File: config.mk
export PLATFORM = sky130hd
export DESIGN_NAME = bpc_div_chain
export DESIGN_NICKNAME = d
export VERILOG_FILES = /design/src/rtl/bpc_pkg.sv /design/src/rtl/bpc_div_cell.sv /design/src/rtl/bpc_div_chain.sv
export SDC_FILE = /design/constraint.sdc
export NUM_CORES = 2
export LEC_CHECK = 0
export BUFFER_PORTS_ARGS = -buffer_cell sky130_fd_sc_hd__buf_2
export CAP_MARGIN = 25
export CORE_MARGIN = 2
export CORE_UTILIZATION = 50
export CTS_BUF_LIST = sky130_fd_sc_hd__clkbuf_8
export CTS_CLUSTER_SIZE = 28
export DETAILED_ROUTE_END_ITERATION = 8
export GPL_TIMING_DRIVEN = 0
export PLACE_DENSITY = 0.72
export SYNTH_ARGS = -nofsm -noshare
export SYNTH_HDL_FRONTEND = slang
export SYNTH_SLANG_ARGS = --single-unit
export TNS_END_PERCENT = 100
File: constraint.sdc
create_clock -name clk -period 6.9 [get_ports clk]
set_clock_uncertainty 0.2 [all_clocks]
set_input_delay 1.035 -clock clk [delete_from_list [all_inputs] [get_ports clk]]
set_output_delay 1.035 -clock clk [all_outputs]
set_load 0.02 [all_outputs]
File: src/rtl/bpc_pkg.sv
package bpc_pkg;

	localparam int DATA_W = 32;
	localparam int UP_W = 24;
	localparam int CFG_W = 48;
	localparam int IDX_W = 3;

	localparam logic [DATA_W-1:0] C_B6_OFS = 32'd4000;
	localparam logic [DATA_W-1:0] C_HALF = 32'd32768;
	localparam logic [DATA_W-1:0] C_B7_SCALE = 32'd50000;
	localparam logic [DATA_W-1:0] C_P_K1 = 32'd3038;
	localparam logic [DATA_W-1:0] C_P_K2 = 32'hFFFF_E343; // -7357
	localparam logic [DATA_W-1:0] C_P_K3 = 32'd3791;
	localparam logic signed [DATA_W-1:0] C_PRESS_MAX = 32'sd1048575;
	localparam logic signed [DATA_W-1:0] C_TEMP_MAX = 32'sd32767;
	localparam logic signed [DATA_W-1:0] C_TEMP_MIN = -32'sd32768;

	typedef enum logic [IDX_W-1:0] {
		REG_OSS = 3'd0,
		REG_CAL_A_S = 3'd1,
		REG_CAL_A_U = 3'd2,
		REG_CAL_B = 3'd3,
		REG_CAL_M = 3'd4
	} reg_idx_t;

	function automatic logic [DATA_W-1:0] sx16(input logic [15:0] v);
		return {{(DATA_W-16){v[15]}}, v};
	endfunction

	function automatic logic [DATA_W-1:0] mul_lo(input logic [DATA_W-1:0] a,
			input logic [DATA_W-1:0] b);
		logic [2*DATA_W-1:0] p;
		p = a * b;
		return p[DATA_W-1:0];
	endfunction

	function automatic logic [DATA_W-1:0] asr(input logic [DATA_W-1:0] v,
			input int unsigned n);
		logic signed [DATA_W-1:0] s;
		s = $signed(v) >>> n;
		return DATA_W'(s);
	endfunction

endpackage

File: src/rtl/bpc_div_cell.sv
module bpc_div_cell import bpc_pkg::*; #(
	parameter int W = DATA_W,
	parameter int SB_W = 1
) (
	input  logic            clk,
	input  logic            arst_n,
	input  logic            en,
	input  logic            in_valid,
	input  logic [W-1:0]    rem_in,
	input  logic [W-1:0]    dd_in,
	input  logic [W-1:0]    dvs_in,
	input  logic [SB_W-1:0] sb_in,
	output logic            out_valid,
	output logic [W-1:0]    rem_out,
	output logic [W-1:0]    dd_out,
	output logic [W-1:0]    dvs_out,
	output logic [SB_W-1:0] sb_out
);

	logic [W:0] r2, diff;
	logic ge;

	// one restoring step: bring down the next dividend bit, subtract if it fits
	always_comb begin
		r2 = {rem_in, dd_in[W-1]};
		diff = r2 - {1'b0, dvs_in};
		ge = r2 >= {1'b0, dvs_in};
	end

	always_ff @(posedge clk or negedge arst_n) begin
		if (!arst_n) begin
			out_valid <= 1'b0;
		end else if (en) begin
			out_valid <= in_valid;
		end
	end

	always_ff @(posedge clk) begin
		if (en) begin
			rem_out <= ge ? diff[W-1:0] : r2[W-1:0];
			dd_out <= {dd_in[W-2:0], ge};
			dvs_out <= dvs_in;
			sb_out <= sb_in;
		end
	end

endmodule

File: src/rtl/bpc_div_chain.sv
module bpc_div_chain import bpc_pkg::*; #(
	parameter int W = DATA_W,
	parameter int SB_W = 1
) (
	input  logic            clk,
	input  logic            arst_n,
	input  logic            en,
	input  logic            in_valid,
	input  logic [W-1:0]    dividend,
	input  logic [W-1:0]    divisor,
	input  logic [SB_W-1:0] sb_in,
	output logic            out_valid,
	output logic [W-1:0]    quotient,
	output logic [SB_W-1:0] sb_out
);

	logic            v_l [W+1];
	logic [W-1:0]    rem_l [W+1];
	logic [W-1:0]    dd_l [W+1];
	logic [W-1:0]    dvs_l [W+1];
	logic [SB_W-1:0] sb_l [W+1];

	assign v_l[0] = in_valid;
	assign rem_l[0] = '0;
	assign dd_l[0] = dividend;
	assign dvs_l[0] = divisor;
	assign sb_l[0] = sb_in;

	for (genvar i = 0; i < W; i++) begin : g_cell
		bpc_div_cell #(.W(W), .SB_W(SB_W)) u_cell (
			.clk(clk), .arst_n(arst_n), .en(en),
			.in_valid(v_l[i]), .rem_in(rem_l[i]), .dd_in(dd_l[i]),
			.dvs_in(dvs_l[i]), .sb_in(sb_l[i]),
			.out_valid(v_l[i+1]), .rem_out(rem_l[i+1]), .dd_out(dd_l[i+1]),
			.dvs_out(dvs_l[i+1]), .sb_out(sb_l[i+1])
		);
	end

	// quotient bits have shifted in from the bottom as the dividend left
	assign out_valid = v_l[W];
	assign quotient = dd_l[W];
	assign sb_out = sb_l[W];

endmodule

==> impl_metrics.tcl <==
set metrics [dict create \
    outcome "finished, final reports clean" \
    r2r_start "g_cell[5].u_cell.dvs_out[4]" \
    rows 204 \
    cts_root_buffer "clkbuf_8" \
    synthCells 12600 \
    overflow 0 \
    worst-setup-path-type "flop to flop" \
    avgViaCountPerCell 5.51 \
    r2r_end "g_cell[6].u_cell.rem_out[16]" \
    core_um2 308000 \
    max_freq_mhz 191 \
    rrSetupSlack_ps 1670 \
    drt-pass1-iter-count 7 \
    wl_um 337000 \
    ioPinCount 103 \
    grt_usage 0.210 \
    cts.sinks 3072 \
    leakagePower_nw 69.5 \
    routedWlPerCell_um 18.9 \
    clk_pin_slew_worst_paths_ps 60 \
    slew_violations 0 \
    cp_slowest_cell "o21ai_2" \
    syn_to_final_growth_pct 10.9 \
    htreeDepth 6 \
    placed_area_um2 161000 \
    antenna_found_initial 10 \
    cts_buffer_depth 4 \
    synth_area_per_cell_um2 12.3 \
    ys_seq_elements 3072 \
    layout_common_cells "3040 x edfxtp_1, 1361 x inv_1, 994 x ha_1, 982 x a21oi_1, 879 x nand2_1" \
    die_area_um2 313000 \
    timing.hold.ws_ps 87.0 \
    synth_warnings 0 \
    vdd_drop_max_uv 266 \
    path_cells "inv_1 > ha_1 > nand3_1 > o21bai_1 > a31oi_1 > o21ai_0 > a211oi_1 > o21ai_0 > o21a_1 > o31ai_1 > a21oi_1 > o21ai_2 > buf_2 > buf_2 > a21oi_1" \
    utilization 0.556 \
    ys.flop_type "edfxtp_1" \
    cp-startpoint "g_cell[5].u_cell.dvs_out[4]" \
    cp_top_family "compound AO/OA/AOI/OAI gates" \
    synth_fp_nets 13700 \
    powerDensity_nw_per_um2 457 \
    grt_pass1_vias 93800 \
    setup_viol 0 \
    die_w_um 560 \
    grt_max_degree 181 \
    holdCritPathClass "primary input to flop" \
    netlist.area_leader.share 0.591 \
    initial_utilization 0.501 \
    slew-limit-headroom 0.221 \
    dieHeight_um 560 \
    yosys-top-cells-area "edfxtp_1 59%, ha_1 8.1%, a21oi_1 3.2%" \
    cp.required_ps 7570 \
    synth.yosys.seq_area_share 0.596 \
    maxCapViolations 0 \
    ant_nets 0 \
    drtIter0Drc 9239 \
    path_max_fanout 10 \
    max_stage_delay_ps 650 \
    rsz0062_at_grt "no" \
    worst_pin_slew_ps 1170 \
    async_flop_share 0.0104 \
    drive_above_1_share 0.100 \
    hold_viol 0 \
    cts_buffers 537 \
    cp_data_arrival_time_ps 5900 \
    routabilityCongestion 0.895 \
    drc 0 \
    cts_tree "yes" \
    finalCritPeriodShare 0.757 \
    synth_edf_count 3040 \
    final_common_cell "edfxtp_1" \
    clk_latency_ps 1160 \
    yosysTopAreaCell "edfxtp_1" \
    vias 98200 \
    worstSetupEndpointType "flop" \
    nets 14400 \
    post_cts_buffers 0 \
    dp_hpwl_um 248000 \
    rr_worst_depth 15 \
    critical_path.endpoint "g_cell[6].u_cell.rem_out[16]" \
    period_needed_ps 5230 \
    critPathBufInv 3 \
    grt_pass1_wl_um 523000 \
    startpoint_type "flop" \
    worst-path-stages 15 \
    final.setup.tns_ps 0 \
    port_buffers 102 \
    syn_area_um2 154000 \
    synth_cell_type_count 100 \
    final_area_um2 171000 \
]
worst reg2reg max path: cells and delay by family, from the launching register on:
kind	cells	cell delay, ps
AO/OA/AOI/OAI	10	2950
flip-flops	1	370
AND/OR/NAND/NOR	1	150
adder cells (fa/ha/maj)	1	340
buffers and inverters	3	940
through the flow:
step           worst slack [ps]  power, mW  cells
2_1_floorplan              3190       53.4  12600
6_report                   1670       78.3  17800
5_1_grt                    1410       83.7  17800
3_5_place_dp               1150       62.3  16800
3_3_place_gp             -44340       63.8  16800
4_1_cts                    1570       78.5  17800
worst min-delay path by stage:
stage                                       startpoint                      endpoint  depth (start not counted)
final                                               en   g_cell[0].u_cell.dd_out[28]                          1
after global placement        g_cell[30].u_cell.sb_out      g_cell[31].u_cell.sb_out                          0
after CTS                                           en   g_cell[0].u_cell.dd_out[28]                          1
after floorplan             g_cell[9].u_cell.dd_out[9]  g_cell[10].u_cell.dd_out[10]                          0
after global routing                                en   g_cell[0].u_cell.dd_out[28]                          1
after detailed placement  g_cell[10].u_cell.dd_out[22]  g_cell[11].u_cell.dd_out[23]                          0
power by group:
| part | switching [mW] | internal (mW) | leakage (nW) | total (mW) |
|---|---|---|---|---|
| logic | 19.3 | 14.1 | 33.8 | 33.4 |
| registers | 2.43 | 26.7 | 30.1 | 29.1 |
| clock network | 7.52 | 8.18 | 5.55 | 15.7 |
| total | 29.3 | 49.0 | 69.5 | 78.3 |
cells by family after synthesis:
kind of cell / synth area share
AOI/OAI and AO/OA: 0.128
xor gates and xnor gates: 0.0466
adders and majority gates: 0.0844
buffers and inverters: 0.0397
DFF: 0.596
muxes: 0.0277
and+or+nand+nor: 0.0772
registers in the layout, indices dropped and copies added, names as in the netlist:
register / flops
g_cell.u_cell.dd_out: 1024
g_cell.u_cell.dvs_out: 992
g_cell.u_cell.rem_out: 992
g_cell.u_cell.out_valid: 32
g_cell.u_cell.sb_out: 32
what timing repair did:
item / 4_1_cts / 5_1_grt
gates resized for setup: 0 / 0
hold buffers: 67 / 0
hold endpoints to repair: 98 / 0
cells in the mapped netlist, types with 30 or more instances:
cell and count:
edfxtp_1 3040, inv_1 1231, ha_1 994, a21oi_1 982, nand2_1 879, o21ai_0 767, nor2_1 644, a21o_1 561
xnor2_1 479, mux2_2 356, xor2_1 342, clkbuf_1 200, nand3_1 193, nand4_1 155, nor2b_1 147, nand2b_1 141
a31oi_1 108, o21bai_1 100, nor3_1 98, o21a_1 94, buf_2 73, o31ai_1 71, and3_1 70, a211oi_1 58
a21boi_0 48, nor4_1 45, and2_1 44, buf_4 44, o211ai_1 41, or3_1 41, o21ai_1 34, dfrtp_1 32
fa_1 30
per-layer routing:
layer / vias to the layer above / GRT usage / wire length (um)
met4: 4 / 0.0585 / 7930
met3: 537 / 0.0355 / 21200
met2: 2768 / 0.333 / 155000
met1: 47100 / 0.299 / 153000
met5: - / 0 / 24
li1: 47800 / - / -
final cells by class:
class,instances,area [um2]
sequential,3072,92100
inverter,1233,4630
tap,4120,5150
multi-input combinational,7945,56200
buffer,328,1500
clock inverter,365,2340
antenna,6,15.0
timing repair buffer,195,1790
clock buffer,552,7600
fill,25600,137000
No activity file was read; power rests on OpenSTA's default activity.
